### src/hdl/pcf_pkg.sv
// pcf_pkg: shared types, constants and fixed-point helpers of the pitch fusion block
// used by pcf_div, pcf_dp, pcf_ctrl and the top level; no dependencies
package pcf_pkg;

   // field and state widths
   localparam int AngW   = 25;
   localparam int RateW  = 28;
   localparam int DtW    = 16;
   localparam int AlphaW = 17;
   localparam int NoiseW = 32;
   localparam int CovW   = 40;
   localparam int GainW  = 32;
   localparam int SumW   = 42;   // innovation variance
   localparam int TbW    = 41;   // rounded dt * cov_bb
   localparam int PredW  = 30;
   localparam int YW     = 26;
   // dt / alpha multiplier
   localparam int M1aW   = 44;
   localparam int M1bW   = 18;
   localparam int M1pW   = M1aW + M1bW;
   // gain multiplier
   localparam int M2bW   = 27;
   localparam int M2pW   = GainW + M2bW;
   localparam int IdxW   = 5;
   localparam int AddrW  = 5;

   localparam logic signed [63:0] AngMax  = 64'sd11796480;
   localparam logic signed [63:0] BiasMax = 64'sd131072000;
   localparam logic signed [63:0] CovMax  = 64'sd549755813887;
   localparam logic signed [63:0] CovMin  = -64'sd549755813888;
   localparam logic [CovW-1:0]    OneQ24  = 40'd16777216;
   localparam logic [AlphaW-1:0]  AlphaOne = 17'd65536;

   localparam logic [IdxW-1:0] PreLast  = 5'd6;
   localparam logic [IdxW-1:0] PostLast = 5'd16;

   // register indexes
   localparam logic [2:0] REG_TARE   = 3'd0;
   localparam logic [2:0] REG_ALPHA  = 3'd1;
   localparam logic [2:0] REG_ANOISE = 3'd2;
   localparam logic [2:0] REG_BNOISE = 3'd3;
   localparam logic [2:0] REG_MNOISE = 3'd4;

   typedef enum logic [4:0] {
      OP_NONE,
      OP_PRED,
      OP_BA,
      OP_BT,
      OP_ANG,
      OP_TB,
      OP_AA,
      OP_BB,
      OP_K0Y,
      OP_K1Y,
      OP_HI_BA,
      OP_LO_BA,
      OP_HI_BB,
      OP_LO_BB,
      OP_HI_AB,
      OP_LO_AB,
      OP_HI_AA,
      OP_LO_AA
   } op_type;

   typedef enum logic [4:0] {
      ST_IDLE = 5'b00001,
      ST_PRE  = 5'b00010,
      ST_DIV  = 5'b00100,
      ST_POST = 5'b01000,
      ST_OUT  = 5'b10000
   } state_type;

   typedef struct packed {
      op_type op;
      logic   phase;      // 0: multiply, 1: write back
      logic   load_in;
      logic   div_start;
      logic   load_out;
   } cmd_type;

   // round half up, then arithmetic shift
   function automatic logic signed [63:0] rnd(input logic signed [63:0] v, input int n);
      rnd = (v + (64'sd1 <<< (n - 1))) >>> n;
   endfunction

   function automatic logic signed [63:0] sat(input logic signed [63:0] v,
                                              input logic signed [63:0] lim);
      if (v > lim)
         sat = lim;
      else if (v < -lim)
         sat = -lim;
      else
         sat = v;
   endfunction

   function automatic logic signed [63:0] satcov(input logic signed [63:0] v);
      if (v > CovMax)
         satcov = CovMax;
      else if (v < CovMin)
         satcov = CovMin;
      else
         satcov = v;
   endfunction

   // micro-op sequence of one update
   function automatic op_type op_at(input logic [IdxW-1:0] idx);
      case (idx)
         5'd0:    op_at = OP_PRED;
         5'd1:    op_at = OP_BA;
         5'd2:    op_at = OP_BT;
         5'd3:    op_at = OP_ANG;
         5'd4:    op_at = OP_TB;
         5'd5:    op_at = OP_AA;
         5'd6:    op_at = OP_BB;
         5'd7:    op_at = OP_K0Y;
         5'd8:    op_at = OP_K1Y;
         5'd9:    op_at = OP_HI_BA;
         5'd10:   op_at = OP_LO_BA;
         5'd11:   op_at = OP_HI_BB;
         5'd12:   op_at = OP_LO_BB;
         5'd13:   op_at = OP_HI_AB;
         5'd14:   op_at = OP_LO_AB;
         5'd15:   op_at = OP_HI_AA;
         5'd16:   op_at = OP_LO_AA;
         default: op_at = OP_NONE;
      endcase
   endfunction

endpackage

### src/hdl/pcf_ctrl.sv
// pcf_ctrl: sequencer of the fusion block, steps the micro-op list and the handshakes
// depends on pcf_pkg
module pcf_ctrl (
   input  logic              clock,
   input  logic              reset,
   input  logic              req_valid,
   output logic              req_ready,
   output logic              rsp_valid,
   input  logic              rsp_ready,
   input  logic              div_done,
   output pcf_pkg::cmd_type  cmd
);
   import pcf_pkg::*;

   state_type       state_ff, state_in;
   logic [IdxW-1:0] idx_ff, idx_in;
   logic            phase_ff, phase_in;
   logic            rsp_valid_ff, rsp_valid_in;

   always_comb begin
      state_in      = state_ff;
      idx_in        = idx_ff;
      phase_in      = phase_ff;
      cmd.op        = OP_NONE;
      cmd.phase     = 1'b0;
      cmd.load_in   = 1'b0;
      cmd.div_start = 1'b0;
      cmd.load_out  = 1'b0;
      req_ready     = 1'b0;
      rsp_valid_in  = rsp_valid_ff & ~rsp_ready;
      case (state_ff)
         ST_IDLE: begin
            req_ready = 1'b1;
            if (req_valid) begin
               cmd.load_in = 1'b1;
               idx_in      = '0;
               phase_in    = 1'b0;
               state_in    = ST_PRE;
            end
         end
         ST_PRE, ST_POST: begin
            cmd.op    = op_at(idx_ff);
            cmd.phase = phase_ff;
            phase_in  = ~phase_ff;
            if (phase_ff) begin
               idx_in = idx_ff + 5'd1;
               if (state_ff == ST_PRE && idx_ff == PreLast) begin
                  cmd.div_start = 1'b1;
                  state_in      = ST_DIV;
               end else if (state_ff == ST_POST && idx_ff == PostLast) begin
                  state_in = ST_OUT;
               end
            end
         end
         ST_DIV: begin
            if (div_done)
               state_in = ST_POST;
         end
         ST_OUT: begin
            if (!rsp_valid_ff || rsp_ready) begin
               cmd.load_out = 1'b1;
               rsp_valid_in = 1'b1;
               state_in     = ST_IDLE;
            end
         end
         default: state_in = ST_IDLE;
      endcase
   end

   always_ff @(posedge clock) begin
      if (reset) begin
         state_ff     <= ST_IDLE;
         idx_ff       <= '0;
         phase_ff     <= 1'b0;
         rsp_valid_ff <= 1'b0;
      end else begin
         state_ff     <= state_in;
         idx_ff       <= idx_in;
         phase_ff     <= phase_in;
         rsp_valid_ff <= rsp_valid_in;
      end
   end

   assign rsp_valid = rsp_valid_ff;

endmodule

### config.mk
export PLATFORM = sky130hd
export DESIGN_NAME = pcf_ctrl
export DESIGN_NICKNAME = d
export VERILOG_FILES = /design/src/hdl/pcf_pkg.sv /design/src/hdl/pcf_ctrl.sv
export SDC_FILE = /design/constraint.sdc
export NUM_CORES = 1
export LEC_CHECK = 0
export ABC_AREA = 1
export BUFFER_PORTS_ARGS = -buffer_cell sky130_fd_sc_hd__buf_2
export CORE_MARGIN = 3
export CORE_UTILIZATION = 55
export DETAILED_ROUTE_END_ITERATION = 12
export PLACE_DENSITY = 0.86
export SLEW_MARGIN = 20
export SYNTH_ARGS = -nofsm -noshare
export SYNTH_HDL_FRONTEND = slang
export SYNTH_SLANG_ARGS = --single-unit
### constraint.sdc
create_clock -name clock -period 4.8 [get_ports clock]
set_input_delay 0.96 -clock clock [delete_from_list [all_inputs] [get_ports clock]]
set_output_delay 0.96 -clock clock [all_outputs]
set_load 0.01 [all_outputs]
==> reports/metrics.cfg <==
[synth]
synth_top_family_by_area = simple AND/OR/NAND/NOR gates
synth-xor-area-share_pct = 0.844
synth_compound_area_share_pct = 7.84
ys_ff_latch = 17
synthSimpleGateAreaFrac_pct = 39.3
muxShareOfSynthArea_pct = 0
synth.distinct_cells = 24
synth_cells = 147
synth_area_um2 = 1040
avgSynthCellArea_um2 = 7.06
synth-seq-area-share_pct = 32.8
yosys_most_used_dff = dfxtp_1
synth-async-reset-ratio_pct = 0
synth_edf_count = 0
yosysWarnings = 0
syn_nets = 158
synth_fa_ha_area_share_pct = 7.24

[layout]
nFillCells = 163
utilization_pct = 67.1
drive_above_1_share_pct = 22.3
num_antenna_cells = 0
area_delta_synth_final_pct = 12.9
num-nets-final = 178
final_cells = 191

[timing]
tns_ns = 0
fmax_mhz = 387
rsz0062_at_grt = no
finalClockSkew_ns = 0.0112
finalSetupViolCount = 0
hold_viol = 0
slew_viol_final = 0
fin_crit_ns = 2.58
finalCritPeriodShare_pct = 53.8
tightest_slew_ns = 0.307
setup_slack_ns = 2.22
slew-limit-headroom_pct = 79.5

[clock_network]
post_cts_buffers = 0
clk_latency_ns = 0.30
path_clk_slew_ns = 0.11
clock_path_buffers = 2
cts-resized-gates = 0
tritoncts.num_buffers = 3
cts_root_buf = clkbuf_4
ctsHoldBuffers = 0
htreeDepth = 1
cts_sinks = 17
cts_tree = yes

[routing]
drtAntennaViolNets = 0
wire_per_inst_um = 11.5
remaining_drc_errors = 0
dr.pass1.iters = 4
drt-initial-drc-count = 32
viasPerCell = 5.10
routed_wirelength_mm = 2.20
vias = 974

[grt]
first_global_vias = 924
grt_usage_pct = 20.1
grt_pass1_wl_mm = 3.84
grt_max_degree = 11
grt.overflow.total = 0
antenna_found_initial = 0

[critical_path]
crit_arrival_ns = 1.62
cp-start-kind = register
cp.required_ns = 3.84
r2r-start = state_ff[2]
path_max_fanout = 4
reg2reg_depth = 13
reg2reg_slack_ns = 2.76
worst-setup-path-type = reg -> out
cp_cell_sequence = nor2_2 > nand3_2 > nand3b_1 > nor2_1 > buf_2
crit_path_end_kind = output pin
critical-path-max-stage-delay_ns = 0.35
crit_slowest_cell = dfxtp_1

[placement]
place.gp.congestion = 1.00
portBuffers = 15
dp_slack_ns = 2.34
dp_cells = 187
dp_hpwl_mm = 1.79

[die]
die_w_um = 49.4
ioPinCount = 16
start_util_pct = 59.4
dieArea_um2 = 2440
core_area_um2 = 1750
rows = 15
die_h_um = 49.4

[pwr]
leakage_uw = 0.000631
p_per_area_nw_per_um2 = 553
max-vdd-ir-drop_v = 0.000296
power_uw = 647

[run_status]
outcome = completed

[hold_path]
hold_class = reg -> reg
worstHoldEndpoint = state_ff[3]
min_from = state_ff[3]
hold-path-cell-count = 2

[job]
drv_cap = 0

## synthesized netlist by cell type, drive strengths merged (2+ instances only)
cell type	count	area share [%]
a21oi	8	3.9
dfxtp	17	33
ha	6	7.2
inv	33	12
nand2	28	13
nand3	17	11
nand4	6	4.2
nor2	20	7.7
nor3	3	1.9
o211ai	2	1.4
o21ai	3	1.8
## area by class of cell
class	instances	area (um2)	area share, %
Clock inverter	1	5.00	0.427
Inverter	33	124	10.6
Sequential cell	17	340	29.1
Multi-Input combinational cell	97	573	48.9
Clock buffer	3	22.5	1.92
Tap cell	25	31.3	2.67
Timing Repair Buffer	15	75.1	6.41
## power breakdown
group          switching, uW  leakage (uW)  total (uW)  internal, uW
Sequential              35.8      0.000139         227           191
Clock                   47.6     0.0000177        78.7          31.1
Combinational            229      0.000474         342           113
## cell usage in the layout, fill, tap and decap left out, types with 2 or more instances in the layout
cell type / count
nand2_2: 3
nand4_1: 5
nand3_2: 6
nor3_1: 2
dfxtp_1: 17
o211ai_1: 2
nor2_1: 18
nand3_1: 11
a21oi_1: 8
ha_1: 6
nand2_1: 22
nor2_2: 2
nand2_4: 3
clkbuf_4: 3
buf_2: 15
inv_1: 32
## metrics by stage
| step | instance area, um2 | hold slack (ns) |
|---|---|---|
| global route | 1170 | 0.546 |
| finish | 1170 | 0.509 |
| CTS | 1170 | 0.511 |
| global placement | 1140 | 0.490 |
| floorplan | 1040 | 0.470 |
| detailed placement | 1140 | 0.496 |
## worst max-delay path by stage
stage	start	to	slack, ns	cells past startpoint
floorplan	rsp_ready	cmd[0]	2.63	2
global placement	req_valid	register	2.41	13
detailed placement	req_valid	register	2.34	12
CTS	state_ff[2]	cmd[1]	2.22	5
global route	state_ff[2]	cmd[1]	2.13	5
finish	state_ff[2]	cmd[1]	2.22	5
## worst max-delay path, delay by kind of cell (launching register included)
kind,cells,cell delay [ns]
simple gates,4,0.82
flops,1,0.35
buf+inv,1,0.16
## per-layer routing
metal	up-vias	routed length [um]	track usage (%)
met5	-	0	0
met4	0	44	10.6
met3	5	108	3.36
met2	29	1090	35.7
met1	439	954	22.7
li1	501	-	-
## logic make-up (layout without fill, tap and decap cells)
| logic type | count (synthesis) | after routing |
|---|---|---|
| xor+xnor | 1 | 1 |
| buf+inv | 33 | 52 |
| flops | 17 | 17 |
| simple gates | 76 | 76 |
| fa+ha+maj | 6 | 6 |
| compound gates | 14 | 14 |
Note: power is estimated with default switching activity, not from simulation.
